[src/swap_slot_bitmap_allocator_assert.svh]
// Assertion helpers used by the allocator RTL.
`ifndef SWAP_SLOT_BITMAP_ALLOCATOR_ASSERT_SVH
`define SWAP_SLOT_BITMAP_ALLOCATOR_ASSERT_SVH

// Same-cycle implication, disabled during reset.
`define SBMA_ASSERT_IMP(label, clk, rst, ante, cons, msg) \
   label: assert property (@(posedge clk) disable iff (rst) (ante) |-> (cons)) \
      else $error(msg);

// Next-cycle implication, disabled during reset.
`define SBMA_ASSERT_NXT(label, clk, rst, ante, cons, msg) \
   label: assert property (@(posedge clk) disable iff (rst) (ante) |=> (cons)) \
      else $error(msg);

// Condition that must never be seen.
`define SBMA_ASSERT_NEVER(label, clk, rst, cond, msg) \
   label: assert property (@(posedge clk) disable iff (rst) !(cond)) \
      else $error(msg);

`endif

[src/sbma_pkg.sv]
`default_nettype none

package sbma_pkg;

   localparam int WORD_BITS = 64;
   localparam int BIT_W     = 6;

   // Request actions
   localparam logic ACTION_ALLOC = 1'b0;
   localparam logic ACTION_FREE  = 1'b1;

   // Result status codes
   localparam logic [1:0] STATUS_GRANTED = 2'd0;
   localparam logic [1:0] STATUS_REFUSED = 2'd1;
   localparam logic [1:0] STATUS_FREED   = 2'd2;
   localparam logic [1:0] STATUS_UNUSED  = 2'd3;

   typedef struct packed {
      logic        action;
      logic [4:0]  request_count;
      logic [11:0] slot_to_release;
   } sbma_req_type;

   typedef struct packed {
      logic [11:0] slot_number;
      logic [1:0]  status;
      logic        last_of_run;
      logic [11:0] slots_free;
   } sbma_rsp_type;

   // What the bit unit reports about one bitmap word
   typedef struct packed {
      logic             full;
      logic [BIT_W-1:0] low_clear;
      logic             bit_set;
      logic [63:0]      grant_word;
      logic [63:0]      release_word;
   } sbma_bit_info_type;

endpackage

`default_nettype wire

[src/sbma_bitmap_ram.sv]
`default_nettype none

module sbma_bitmap_ram #(
   parameter int DEPTH  = 64,
   parameter int ADDR_W = 6
) (
   input  wire logic              clock,
   input  wire logic              wr_en,
   input  wire logic [ADDR_W-1:0] wr_addr,
   input  wire logic [63:0]       wr_data,
   input  wire logic [ADDR_W-1:0] rd_addr,
   output logic [63:0]            rd_data
);
   import sbma_pkg::*;

   logic [WORD_BITS-1:0] words_ff [DEPTH];
   logic [WORD_BITS-1:0] rd_data_ff;

   // One write port, one registered read port
   always_ff @(posedge clock) begin
      if (wr_en) begin
         words_ff[wr_addr] <= wr_data;
      end
      rd_data_ff <= words_ff[rd_addr];
   end

   assign rd_data = rd_data_ff;

endmodule

`default_nettype wire

[config.mk]
export PLATFORM = sky130hd
export DESIGN_NAME = sbma_bitmap_ram
export DESIGN_NICKNAME = d
export VERILOG_FILES = /design/src/swap_slot_bitmap_allocator_assert.svh /design/src/sbma_pkg.sv /design/src/sbma_bitmap_ram.sv
export SDC_FILE = /design/constraint.sdc
export NUM_CORES = 2
export LEC_CHECK = 0
export CORE_MARGIN = 2
export CORE_UTILIZATION = 35
export DETAILED_ROUTE_END_ITERATION = 16
export DONT_BUFFER_PORTS = 1
export PLACE_DENSITY_LB_ADDON = 0.2
export SLEW_MARGIN = 5
export SYNTH_ARGS = -nofsm -noshare
export SYNTH_HDL_FRONTEND = slang
export SYNTH_SLANG_ARGS = --single-unit
[constraint.sdc]
create_clock -name clock -period 17.25 [get_ports clock]
set_input_delay 1.725 -clock clock [delete_from_list [all_inputs] [get_ports clock]]
set_output_delay 1.725 -clock clock [all_outputs]
set_load 0.01 [all_outputs]
==> reports/qor.log <==
qor: detailed_routing.post_detailed_route_drc_marker_count 0
qor: job.max_cap_violations 0
qor: placed_design.dp.cells 12340
qor: yosys.synthesis.yosys.warnings 0
qor: global_route.globalRouteOverflowTotal 0
qor: yosys.seq_area_frac_synth 79.49%
qor: placed_design.placement.io_buffers 0
qor: critical_path.critical_path.most_common_cell sky130_fd_sc_hd__buf_4
qor: floorplanning.ioPinCount 142
qor: critical_path.worstReg2RegStart words_ff[38][59]$_DFFE_PP_
qor: critical_path.crit_path_top_delay_cell sky130_fd_sc_hd__buf_4
qor: global_route.first_global_vias 76100
qor: floorplanning.std_cell_rows 245
qor: floorplanning.die_height 672.4 um
qor: finish.layout-area-overhead-vs-synth 13.97%
qor: cts.clock_sink_count 4160
qor: sta.fmax 170.2 MHz
qor: power.clkPwrFrac 43.2%
qor: yosys.synthesis.nets 6676
qor: critical_path.cp_capture_type flip-flop
qor: cts.cts.path.max_buffers 4
qor: cts.cts_resized 0
qor: yosys.ys_ff_latch 4160
qor: placed_design.placed_cell_area 0.1642 sq mm
qor: critical_path.critPathLaunchType primary input
qor: placed_design.hpwlAfterDp 237200 um
qor: min_path.worstHoldStart wr_data[52]
qor: critical_path.cp.arrival 6.71 ns
qor: finish.finish.cell_count_without_fillers 13160
qor: sta.worst_clock_skew 0.05751 ns
qor: yosys.netlist_instances 6598
qor: cts.tritoncts_clock_tree built
qor: power.internal_power 16770 uW
qor: floorplanning.dieArea 0.4521 sq mm
qor: sta.fin_crit_sh 34.05%
qor: global_route.antenna_found_initial 29
qor: sta.worst_pin_slew 1.791 ns
qor: critical_path.crit_path_required_time 18.09 ns
qor: critical_path.critPathMaxFanout 73
qor: yosys.netlist_area_before_placement 0.1563 sq mm
qor: critical_path.critical_path.cell_chain buf_16 > buf_12 > buf_4 > buf_4 > buf_4 > mux4_2 > mux2i_1 > nand2_1 > a41oi_1 > a211oi_1
qor: detailed_routing.wl 465200 um
qor: cts.clk_transition_reported_paths 0.06 ns
qor: cts.cts_buffers 431
qor: sta.finalMaxSlewViolations 199
qor: sta.timing.hold.ws 0.8107 ns
qor: floorplanning.initial_utilization 35.13%
qor: status.failed_checks max-slew violations
qor: detailed_routing.dr_total_vias 74020
qor: cts.ctsRootBufferMaster sky130_fd_sc_hd__clkbuf_16
qor: placed_design.pre_cts_slack 10.12 ns
qor: global_route.grt_start_max_net_pins 875
qor: cts.clock_latency_reported_for_the_late_side_of_the_worst_skew_pair 1.02 ns
qor: sta.timing.max_slew.rel_slack -19.41%
qor: cts.h_tree_levels 5
qor: power.p_switching 4413 uW
qor: cts.postCtsSetupRepairBufs 0
qor: power.netSwitchingFraction 20.84%
qor: floorplanning.floorplan.die.width 672.4 um
qor: finish.finalInstanceArea 0.1782 sq mm
qor: detailed_routing.detail_route.first_pass.iterations 7
qor: power.cellLeakagePower 0.05452 uW
qor: finish.final_layout_size_suffix_gt1_share 27.03%
qor: critical_path.worstSetupPathType primary input to flip-flop
qor: sta.layout_setup_ws 11.38 ns
qor: finish.finish.net_count 6932
qor: yosys.post_synth_num_cell_types 33
qor: critical_path.critical_path.max_stage_delay 0.87 ns
qor: cts.ctsHoldBuffers 0
qor: detailed_routing.drtIter0Drc 9005
qor: floorplanning.placeable_area 0.4451 sq mm
qor: sta.hold_viol 0
qor: power.combinational_group_share_of_total_power 3.5%
qor: global_route.grt_usage 20.17%
qor: placed_design.place_congestion 0.7511
qor: sta.grt_setup_unrepaired false
qor: detailed_routing.drt.antenna.violating_nets 0
qor: sta.finalSetupViolCount 0
qor: global_route.global_route_wire_length_before_repair 634000 um
qor: critical_path.startpoint rd_addr[0]
qor: detailed_routing.drt-wirelength-per-cell 35.36 um
qor: yosys.avgSynthCellArea 23.70 sq um
qor: status.run_status finished with violations
qor: min_path.min_path_type primary input to flip-flop
qor: power.power_density 118.9 mW/mm^2
qor: sta.period_minus_slack 5.874 ns
qor: power.pwr-share-seq 53.2%
qor: sta.fin_setup_tns 0 ns
qor: detailed_routing.avgViaCountPerCell 5.626
qor: power.vdd_ir_drop_max 0.09363 mV
registers in the layout, indices dropped and copies added (netlist names):
register,count
rd_data,64
words_ff,4096
power groups by stage:
stage | Combinational (uW) | Clock (uW) | Sequential [uW]
detailed placement | 698 | 0 | 11500
global route | 787 | 9710 | 11300
global placement | 699 | 0 | 11500
CTS | 700 | 9320 | 11300
floorplan | 521 | 0 | 11400
finish | 746 | 9160 | 11300
metrics by stage:
| step | util [%] | power (uW) |
|---|---|---|
| 2_1_floorplan | - | 11960 |
| 3_3_place_gp | 36.89 | 12190 |
| 6_report | 40.03 | 21180 |
| 3_5_place_dp | 36.89 | 12190 |
| 4_1_cts | 39.99 | 21310 |
| 5_1_grt | 40.03 | 21770 |
final timing paths:
| check | end | slack (ns) | depth (start not counted) |
|---|---|---|---|
| setup / recovery | rd_data[24]$_DFF_P_ | 11.38 | 10 |
| hold / removal | words_ff[61][52]$_DFFE_PP_ | 0.81 | 0 |
| setup reg to reg | rd_data[59]$_DFF_P_ | 14.65 | 4 |
| hold reg to reg | rd_data[34]$_DFF_P_ | 0.86 | 4 |
layer usage:
metal  routed length [um]  vias to the layer above  GRT usage (%)
li1                     -                    29080              -
met1               197000                    41540          28.42
met2               226600                     2842          33.22
met3                31280                      553          3.145
met4                10340                        2          4.465
met5                   13                        -              0
worst max-delay path, delay by kind of cell:
| family | cells | cell delay, ns |
|---|---|---|
| buffers and inverters | 5 | 3.34 |
| muxes | 2 | 0.84 |
| AOI/OAI and AO/OA | 2 | 0.42 |
| and+or+nand+nor | 1 | 0.10 |
cell usage in the layout (no fill, tap or decap), types with 64 or more instances in the layout:
| cell | n |
|---|---|
| sky130_fd_sc_hd__edfxtp_1 | 4096 |
| sky130_fd_sc_hd__clkbuf_16 | 439 |
| sky130_fd_sc_hd__clkinv_2 | 93 |
| sky130_fd_sc_hd__and3_1 | 64 |
| sky130_fd_sc_hd__o22ai_1 | 83 |
| sky130_fd_sc_hd__buf_4 | 172 |
| sky130_fd_sc_hd__dfxtp_1 | 64 |
| sky130_fd_sc_hd__a22o_1 | 88 |
| sky130_fd_sc_hd__mux2i_1 | 135 |
| sky130_fd_sc_hd__mux4_2 | 1024 |
| sky130_fd_sc_hd__nor2_4 | 65 |
| sky130_fd_sc_hd__a22oi_1 | 168 |
| sky130_fd_sc_hd__clkinv_1 | 88 |
| sky130_fd_sc_hd__clkbuf_1 | 91 |
cells by family (layout without fill, tap and decap cells):
kind of cell           Yosys count  count (layout)  share of synthesized area, %
flip-flops                    4160            4160                         79.49
AO/OA/AOI/OAI                  504             504                         2.477
other                            0               7                             0
buffers and inverters          389            1013                         1.180
AND/OR/NAND/NOR                386             386                         1.240
multiplexers                  1159            1159                         15.61
cells in the mapped netlist, drive strengths merged:
| cell type | count | share of area (%) |
|---|---|---|
| a211oi | 63 | 0.30 |
| a22o | 88 | 0.49 |
| a22oi | 168 | 0.81 |
| a2bb2oi | 19 | 0.11 |
| a31o | 1 | 0.0056 |
| a31oi | 18 | 0.072 |
| a41oi | 26 | 0.15 |
| and2 | 3 | 0.012 |
| and3 | 64 | 0.26 |
| buf | 230 | 0.80 |
| clkbuf | 140 | 0.34 |
| dfxtp | 64 | 0.82 |
| edfxtp | 4096 | 79 |
| inv | 19 | 0.046 |
| mux2i | 135 | 0.86 |
| mux4 | 1024 | 15 |
| nand2 | 58 | 0.14 |
| nand2b | 11 | 0.044 |
| nand3 | 45 | 0.14 |
| nand3b | 2 | 0.0096 |
| nand4 | 2 | 0.0080 |
| nand4b | 1 | 0.0056 |
| nor2 | 112 | 0.27 |
| nor2b | 28 | 0.11 |
| nor3 | 2 | 0.0064 |
| o221ai | 38 | 0.21 |
| o22ai | 83 | 0.33 |
| or2 | 28 | 0.11 |
| or3 | 29 | 0.12 |
| or3b | 1 | 0.0056 |
layout make-up:
| cell class | count | area (sq um) |
|---|---|---|
| flip-flops and latches | 4160 | 124300 |
| repair buffers | 193 | 1764 |
| multi-input cells | 2049 | 30810 |
| clock inverters | 241 | 2095 |
| inverters | 19 | 71.32 |
| clock buffers | 560 | 11740 |
| well taps | 5928 | 7417 |
| diodes | 7 | 17.52 |
| fillers | 39020 | 266900 |
No activity file was read; power rests on OpenSTA's default activity.
