$ cat src/swap_slot_bitmap_allocator_assert.svh
// Assertion helpers used by the allocator RTL.
`ifndef SWAP_SLOT_BITMAP_ALLOCATOR_ASSERT_SVH
`define SWAP_SLOT_BITMAP_ALLOCATOR_ASSERT_SVH

// Same-cycle implication, disabled during reset.
`define SBMA_ASSERT_IMP(label, clk, rst, ante, cons, msg) \
   label: assert property (@(posedge clk) disable iff (rst) (ante) |-> (cons)) \
      else $error(msg);

// Next-cycle implication, disabled during reset.
`define SBMA_ASSERT_NXT(label, clk, rst, ante, cons, msg) \
   label: assert property (@(posedge clk) disable iff (rst) (ante) |=> (cons)) \
      else $error(msg);

// Condition that must never be seen.
`define SBMA_ASSERT_NEVER(label, clk, rst, cond, msg) \
   label: assert property (@(posedge clk) disable iff (rst) !(cond)) \
      else $error(msg);

`endif

$ cat src/sbma_pkg.sv
`default_nettype none

package sbma_pkg;

   localparam int WORD_BITS = 64;
   localparam int BIT_W     = 6;

   // Request actions
   localparam logic ACTION_ALLOC = 1'b0;
   localparam logic ACTION_FREE  = 1'b1;

   // Result status codes
   localparam logic [1:0] STATUS_GRANTED = 2'd0;
   localparam logic [1:0] STATUS_REFUSED = 2'd1;
   localparam logic [1:0] STATUS_FREED   = 2'd2;
   localparam logic [1:0] STATUS_UNUSED  = 2'd3;

   typedef struct packed {
      logic        action;
      logic [4:0]  request_count;
      logic [11:0] slot_to_release;
   } sbma_req_type;

   typedef struct packed {
      logic [11:0] slot_number;
      logic [1:0]  status;
      logic        last_of_run;
      logic [11:0] slots_free;
   } sbma_rsp_type;

   // What the bit unit reports about one bitmap word
   typedef struct packed {
      logic             full;
      logic [BIT_W-1:0] low_clear;
      logic             bit_set;
      logic [63:0]      grant_word;
      logic [63:0]      release_word;
   } sbma_bit_info_type;

endpackage

`default_nettype wire

$ cat src/sbma_bit_unit.sv
`default_nettype none

module sbma_bit_unit (
   input  wire logic [63:0]               word,
   input  wire logic [5:0]                bit_idx,
   output sbma_pkg::sbma_bit_info_type    info
);
   import sbma_pkg::*;

   logic [BIT_W-1:0] low_idx;

   // Lowest clear bit; 63 when the word is full
   always_comb begin
      low_idx = 6'd63;
      for (int i = WORD_BITS - 1; i >= 0; i--) begin
         if (!word[i]) begin
            low_idx = BIT_W'(i);
         end
      end
   end

   always_comb begin
      info.full         = &word;
      info.low_clear    = low_idx;
      info.bit_set      = word[bit_idx];
      info.grant_word   = word | (64'd1 << low_idx);
      info.release_word = word & ~(64'd1 << bit_idx);
   end

endmodule

`default_nettype wire

$ cat config.mk
export PLATFORM = sky130hd
export DESIGN_NAME = sbma_bit_unit
export DESIGN_NICKNAME = d
export VERILOG_FILES = /design/src/swap_slot_bitmap_allocator_assert.svh /design/src/sbma_pkg.sv /design/src/sbma_bit_unit.sv
export SDC_FILE = /design/constraint.sdc
export NUM_CORES = 1
export LEC_CHECK = 0
export ABC_AREA = 0
export BUFFER_PORTS_ARGS = -buffer_cell sky130_fd_sc_hd__buf_2
export CORE_MARGIN = 3
export CORE_UTILIZATION = 48
export DETAILED_ROUTE_END_ITERATION = 10
export GPL_TIMING_DRIVEN = 1
export PLACE_DENSITY = 0.95
export SETUP_SLACK_MARGIN = 0.3
export SLEW_MARGIN = 20
export SYNTH_ARGS = -nofsm -noshare
export SYNTH_HDL_FRONTEND = slang
export SYNTH_SLANG_ARGS = --single-unit
$ cat constraint.sdc
create_clock -name vclk -period 4.1
set_input_delay 0.205 -clock vclk [all_inputs]
set_output_delay 0.205 -clock vclk [all_outputs]
set_load 0.03 [all_outputs]
==> flow_metrics.env, run 1 <==
export IMPL_grt_pass1_vias=4474
export IMPL_placed_cells=677
export IMPL_seqPwrFrac_pct=0
export IMPL_overflow=0
export IMPL_critPathSlowestCell="o31ai_1"
export IMPL_gp_congestion=1.059
export IMPL_core_um2=6131
export IMPL_rsz0062_at_grt="false"
export IMPL_final_cell_mix="buf_2 (205), nor2_1 (37), a41o_1 (37)"
export IMPL_area_sequential_um2=0
export IMPL_crit_path_start_kind="primary input"
export IMPL_antenna_found_initial=0
export IMPL_post_cts_buffers=0
export IMPL_grtUsageTotal_pct=43.32
export IMPL_p_clk_share_pct=0
export IMPL_seq_cell_count=0
export IMPL_critPathBufInv=3
export IMPL_critPathTopFamily="compound AO/OA/AOI/OAI gates"
export IMPL_use_met2_pct=69.84
export IMPL_end_kind="output port"
export IMPL_cts_repair_resized=0
export IMPL_busiest_layer="met2"
export IMPL_grt_max_degree=34
export IMPL_fmax_ghz=0.2864
export IMPL_vias_per_cell=7.402
export IMPL_path_cells="buf_2, nand4_1, nor4_1, o31ai_1, a31o_2, inv_2, o21ai_1, o31ai_1, buf_2"
export IMPL_ys_warn_count=0
export IMPL_power_density_nw_per_um2=140.6
export IMPL_hold_viol=0
export IMPL_final_common_cell="buf_2"
export IMPL_min_period_over_period_pct=85.15
export IMPL_drt_iter0_drc=860
export IMPL_synth_compound_gate_area_share_pct=45.91
export IMPL_synth_avg_cell_area_um2=7.238
export IMPL_post_route_util_pct=66.22
export IMPL_port_buffers=205
export IMPL_routed_wl_um=17250
export IMPL_irDropWorstVdd_v=0.0001348
export IMPL_fin_cells=677
export IMPL_leakage_nw=1.998
export IMPL_netlist_instances=433
export IMPL_die_w_um=86.81
export IMPL_cp_required_ps=3890
export IMPL_path_depth=9
export IMPL_synth_xor_xnor_area_share_pct=0
export IMPL_synth_nets=503
export IMPL_synthSimpleGateAreaFrac_pct=26.59
export IMPL_grtUsageMet3_pct=6.749
export IMPL_drv_slew=0
export IMPL_synthMuxAreaShare_pct=17.01
export IMPL_hold_class="in2out"
export IMPL_final_antenna_net_count=0
export IMPL_tightest_slew_ps=1118
export IMPL_hpwlAfterDp_um=13580
export IMPL_sw_frac_of_total_pct=70.20
export IMPL_met1_usage_pct=59.48
export IMPL_synth_seq_area_share_pct=0
export IMPL_area_growth_pct=29.54
export IMPL_fillers=562
export IMPL_outcome="completed"
export IMPL_die_h_um=86.81
export IMPL_wl_per_cell_um=25.47
export IMPL_cts_hold_buf=0
export IMPL_setup_viol=0
export IMPL_critPathKind="in2out"
export IMPL_fin_crit_ps=3491
export IMPL_setup_tns_ps=0
export IMPL_grt_first_pass_wirelength_um=25580
export IMPL_drtPass1Iterations=6
export IMPL_arrival_ps=3290
export IMPL_drv_max_cap_violation_count=0
export IMPL_synth_top_family_by_area="compound AO/OA/AOI/OAI gates"
export IMPL_vias=5011
export IMPL_internal_power_mw=0.1702
export IMPL_critPathMaxFanout=33
export IMPL_max_slew_margin_pct=25.47
export IMPL_cpPeakStageDelay_ps=590
export IMPL_combPwrFrac_pct=100.0
export IMPL_netlist_cell_type_count=56
export IMPL_dieArea_um2=7535
export IMPL_clockBufferCount=0
export IMPL_num_io_pins=206
export IMPL_hold_depth=3
export IMPL_antenna_cells=0
export IMPL_fin_nets=674
export IMPL_drc=0
export IMPL_synth_fa_ha_area_share_pct=0
export IMPL_start_util_pct=51.12
export IMPL_drive_above_1_share_pct=38.87
export IMPL_p_sw_mw=0.4008
export IMPL_row_count=28
export IMPL_syn_area_um2=3134
-- routing by layer --
metal / wire (um) / part of all wire, % / vias to the layer above
li1: - / - / 2089
met1: 6280 / 36 / 2268
met4: 826 / 4.8 / 0
met5: 0 / 0 / -
met3: 2503 / 15 / 94
met2: 7635 / 44 / 560
-- cell families after synthesis --
family,Yosys count
AO/OA/AOI/OAI,177
AND/OR/NAND/NOR,164
buffers and inverters,70
multiplexers,21
other,1
-- cell type report --
class	instances	area, um^2	area share, %
inverters	33	123.9	3.051
multi-input cells	363	2809	69.18
well taps	75	93.84	2.311
repair buffers	206	1033	25.45
-- tightest hold or removal path, stage by stage --
cell    delay (ps)
buf_2          140
o21a_1         110
buf_2          170
-- through the flow --
stage	cell area (um^2)	setup WS, ps	hold slack [ps]	total power [mW]
2_1_floorplan	3134	1268	569.1	0.3598
3_3_place_gp	4060	780.1	813.0	0.5478
3_5_place_dp	4060	744.2	814.9	0.5507
4_1_cts	4060	751.0	815.3	0.5520
5_1_grt	4060	502.7	833.8	0.5914
6_report	4060	608.8	827.8	0.5710
-- synthesized netlist by cell type, types with 2 or more instances --
library cell,number,area [um^2]
a311oi_1,3,26.28
o31ai_1,8,60.06
nor3_1,13,65.06
a211oi_1,4,30.03
nand3_1,12,60.06
a21o_1,3,22.52
o21ai_0,9,45.04
nand4_1,19,118.9
o221ai_1,3,26.28
nor2b_1,8,50.05
o21bai_1,2,15.01
nor4_1,4,25.02
nand2_1,36,135.1
nor2_1,37,138.9
a31oi_1,6,37.54
a21boi_0,31,232.7
o2111ai_1,4,35.03
a31o_2,2,17.52
nand3b_1,3,22.52
and3_1,5,31.28
a41o_1,37,370.4
inv_1,31,116.4
mux4_2,5,112.6
a21oi_1,22,110.1
clkbuf_1,16,60.06
and4_1,2,17.52
o21a_1,14,105.1
buf_2,13,65.06
o211ai_1,4,30.03
mux4_1,16,420.4
o41ai_1,10,87.58
and2_1,2,12.51
o41ai_2,6,97.59
or2_2,7,43.79
buf_6,4,45.04
nand2b_1,11,68.82
inv_2,2,7.510
-- power groups by stage --
stage                     clock network [mW]  logic (mW)  registers, mW
after detailed placement                   0       0.551              0
after global routing                       0       0.591              0
final                                      0       0.571              0
after global placement                     0       0.548              0
after floorplan                            0       0.360              0
after CTS                                  0       0.552              0
-- path summary, 6_finish.rpt --
| kind | start | end | slack, ps |
|---|---|---|---|
| max | word[9] | info[111] | 610 |
| min | word[62] | info[62] | 830 |
(Power assumes the default switching activity.)
==> run 2: changes to the inputs <==
--- a/config.mk
+++ b/config.mk
@@ -8,5 +8,4 @@
 export ABC_AREA = 0
 export BUFFER_PORTS_ARGS = -buffer_cell sky130_fd_sc_hd__buf_2
-export CORE_MARGIN = 3
 export CORE_UTILIZATION = 48
 export DETAILED_ROUTE_END_ITERATION = 10
@@ -14,5 +13,4 @@
 export PLACE_DENSITY = 0.95
 export SETUP_SLACK_MARGIN = 0.3
-export SLEW_MARGIN = 20
 export SYNTH_ARGS = -nofsm -noshare
 export SYNTH_HDL_FRONTEND = slang
==> constraint.sdc (replaced) <==
create_clock -name vclk -period 4.1
set_input_delay 0 -clock vclk [all_inputs]
set_output_delay 0 -clock vclk [all_outputs]
set_load 0.03 [all_outputs]
==> flow_metrics.env, run 2 (same netlist as run 1, synthesis figures left out) <==
export IMPL_outcome="completed"
export IMPL_dp_slack_ps=1128
export IMPL_drv_slew=0
export IMPL_end_kind="output port"
export IMPL_cpPeakStageDelay_ps=520
export IMPL_fin_cells=679
export IMPL_grt_first_pass_wirelength_um=24610
export IMPL_min_period_over_period_pct=75.93
export IMPL_vias=4966
export IMPL_power_mw=0.5633
export IMPL_port_buffers=205
export IMPL_setup_tns_ps=0
export IMPL_rsz0062_at_grt="false"
export IMPL_p_clk_share_pct=0
export IMPL_grtUsageTotal_pct=44.57
export IMPL_sw_frac_of_total_pct=69.80
export IMPL_hpwlAfterDp_um=12730
export IMPL_setup_viol=0
export IMPL_start_util_pct=49.64
export IMPL_power_density_nw_per_um2=138.6
export IMPL_grt_max_degree=34
export IMPL_antenna_found_initial=0
export IMPL_cp_required_ps=4100
export IMPL_hold_viol=0
export IMPL_core_um2=6314
export IMPL_critPathMaxFanout=33
export IMPL_seq_cell_count=0
export IMPL_fin_nets=674
export IMPL_die_h_um=82.81
export IMPL_drtPass1Iterations=5
export IMPL_clockBufferCount=0
export IMPL_irDropWorstVdd_v=0.0001203
export IMPL_vias_per_cell=7.314
export IMPL_num_io_pins=206
export IMPL_critPathKind="in2out"
export IMPL_setup_ws_ps=987.0
export IMPL_fillers=609
export IMPL_drc=0
export IMPL_drt_iter0_drc=677
export IMPL_final_common_cell="buf_2"
export IMPL_area_sequential_um2=0
export IMPL_dieArea_um2=6857
export IMPL_p_sw_mw=0.3932
export IMPL_path_cells="buf_2, nand4_1, nor4_1, o31ai_1, a31o_2, inv_2, o21ai_1, o31ai_1, buf_2"
export IMPL_final_cell_mix="buf_2 (205), nor2_1 (37), a41o_1 (37)"
export IMPL_hold_class="in2out"
export IMPL_tightest_slew_ps=1194
export IMPL_row_count=29
export IMPL_wl_per_cell_um=23.94
export IMPL_critPathSlowestCell="o31ai_1"
export IMPL_arrival_ps=3110
export IMPL_drv_max_cap_violation_count=0
export IMPL_final_antenna_net_count=0
export IMPL_combPwrFrac_pct=100.0
export IMPL_grt_pass1_vias=4392
export IMPL_seqPwrFrac_pct=0
export IMPL_critPathTopFamily="compound AO/OA/AOI/OAI gates"
export IMPL_max_slew_margin_pct=20.38
export IMPL_gp_congestion=1.025
export IMPL_drive_above_1_share_pct=38.87
export IMPL_area_growth_pct=29.62
export IMPL_post_cts_buffers=0
export IMPL_fin_crit_ps=3113
export IMPL_internal_power_mw=0.1701
export IMPL_antenna_cells=0
export IMPL_overflow=0
export IMPL_crit_path_start_kind="primary input"
export IMPL_cts_repair_resized=0
export IMPL_placed_cells=679
export IMPL_leakage_nw=1.998
export IMPL_die_w_um=82.81
export IMPL_critPathBufInv=3
export IMPL_routed_wl_um=16260
export IMPL_fmax_ghz=0.3212
export IMPL_cts_hold_buf=0
-- run 2: cell counts in the layout (fill, tap and decap cells not counted) --
No cell type changed its count.
-- run 2: path summary, 6_finish.rpt --
path / from / to / slack, ps / cells past startpoint
setup / recovery: word[9] / info[111] / 990 / 9
hold / removal: word[63] / info[63] / 410 / 3
-- run 2: power groups by stage --
stage	clock [mW]	combinational (mW)	sequential [mW]
after CTS	0	0.548	0
after global routing	0	0.584	0
after global placement	0	0.543	0
final	0	0.563	0
after detailed placement	0	0.547	0
after floorplan	0	0.360	0
-- run 2: routing by layer --
layer	routed length [um]	part of all wire, %	global-route usage, %
met5	0	0	0
met4	673	4.1	16.14
met3	2421	15	8.748
met2	7044	43	66.02
met1	6118	38	63.92
-- run 2: cell type report --
class                      count  area (um^2)  share of cell area (%)
timing repair buffer         206         1033                   25.44
inverter                      33        123.9                   3.049
multi-input combinational    363         2809                   69.14
tap                           77        96.34                   2.371
-- run 2: per-stage QoR --
stage | util (%) | hold slack, ps | cell area [um^2]
after floorplan | - | 159.1 | 3134
after global placement | 64.35 | 408.1 | 4063
after detailed placement | 64.35 | 406.5 | 4063
after CTS | 64.35 | 406.5 | 4063
after global routing | 64.35 | 417.2 | 4063
final | 64.35 | 414.1 | 4063
==> run 3: changes to the inputs <==
CORE_UTILIZATION = 41   (was 48)
PLACE_DENSITY = 0.92   (was 0.95)
clock period = 2.7 ns   (was 4.1 ns; I/O delays follow)
==> flow_metrics.env, run 3 (same netlist as run 1, synthesis figures left out) <==
export IMPL_critPathKind="in2out"
export IMPL_max_slew_margin_pct=42.13
export IMPL_grt_pass1_vias=4269
export IMPL_drive_above_1_share_pct=40.33
export IMPL_multi_input_area_um2=2830
export IMPL_drv_slew=0
export IMPL_drv_max_cap_violation_count=0
export IMPL_die_w_um=89.43
export IMPL_final_cell_mix="buf_2 (205), nor2_1 (37), a41o_1 (37)"
export IMPL_fillers=698
export IMPL_area_sequential_um2=0
export IMPL_seq_cell_count=0
export IMPL_hpwlAfterDp_um=12970
export IMPL_fin_nets=682
export IMPL_grt_max_degree=33
export IMPL_routed_wl_um=16500
export IMPL_met1_usage_pct=55.80
export IMPL_irDropWorstVdd_v=0.0001361
export IMPL_design_area_um2=4172
export IMPL_fin_cells=709
export IMPL_drc=0
export IMPL_fin_crit_ps=2318
export IMPL_power_mw=0.8673
export IMPL_place_area_um2=4158
export IMPL_overflow=0
export IMPL_end_kind="output port"
export IMPL_use_met2_pct=59.40
export IMPL_power_density_nw_per_um2=207.9
export IMPL_area_growth_pct=33.09
export IMPL_cts_hold_buf=0
export IMPL_arrival_ps=2320
export IMPL_drtPass1Iterations=5
export IMPL_row_count=31
export IMPL_rsz0062_at_grt="false"
export IMPL_setup_viol=0
export IMPL_antenna_cells=0
export IMPL_core_um2=7331
export IMPL_setup_tns_ps=0
export IMPL_hold_worst_slack_ps=410.7
export IMPL_grtUsageMet3_pct=6.556
export IMPL_outcome="completed"
export IMPL_busiest_layer="met2"
export IMPL_cp_required_ps=2700
export IMPL_die_h_um=89.43
export IMPL_wl_per_cell_um=23.27
export IMPL_fmax_ghz=0.4314
export IMPL_min_period_over_period_pct=85.85
export IMPL_final_antenna_net_count=0
export IMPL_grt_first_pass_wirelength_um=23500
export IMPL_crit_path_start_kind="primary input"
export IMPL_gp_congestion=1.019
export IMPL_hold_class="in2out"
export IMPL_vias=4933
export IMPL_final_common_cell="buf_2"
export IMPL_leakage_nw=2.043
export IMPL_critPathMaxFanout=24
export IMPL_clockBufferCount=0
export IMPL_drt_iter0_drc=638
export IMPL_port_buffers=205
export IMPL_hold_viol=0
export IMPL_vias_per_cell=6.958
export IMPL_num_io_pins=206
export IMPL_placed_cells=709
export IMPL_dieArea_um2=7998
export IMPL_start_util_pct=42.75
export IMPL_tightest_slew_ps=864.2
export IMPL_grtUsageTotal_pct=39.27
export IMPL_antenna_found_initial=0
run 3: changes by cell type in the layout (fill, tap and decap cells not counted), sizes merged:
cell,before,now
buf,206,214
run 3: metrics by stage:
| step | worst slack, ps | utilization, % |
|---|---|---|
| after floorplan | 311.7 | - |
| after detailed placement | 296.2 | 56.72 |
| after global placement | 251.1 | 56.72 |
| final | 381.9 | 56.90 |
| after global routing | 310.4 | 56.90 |
| after CTS | 303.2 | 56.72 |
run 3: report_power, final:
group | switching [mW] | total, mW | internal (mW)
combinational | 0.601 | 0.867 | 0.266
clock | 0 | 0 | 0
sequential | 0 | 0 | 0
run 3: worst paths after layout:
| kind | start | end | slack, ps | cells past startpoint |
|---|---|---|---|---|
| worst max-delay path | bit_idx[0] | info[128] | 380 | 5 |
| worst min-delay path | word[63] | info[63] | 410 | 3 |
run 3: layout make-up:
cell class | count | area share (%)
Multi-Input combinational cell | 363 | 67.85
Inverter | 33 | 2.969
Tap cell | 99 | 2.969
Timing Repair Buffer | 214 | 26.21
run 3: worst max-delay path, cell delays in order:
cell	delay (ps)
buf_2	460
mux4_1	660
mux4_2	520
mux4_2	470
buf_2	190
run 3: timing repair:
item,in CTS,in global routing
setup endpoints to repair,0,12
setup buffers,0,0
resized for setup,0,3
run 3: routing by layer:
layer / vias up / part of all wire, % / wire length, um
li1: 2102 / - / -
met2: 468 / 44 / 7225
met4: 0 / 4.2 / 693
met1: 2289 / 39 / 6356
met5: - / 0 / 0
met3: 74 / 13 / 2225
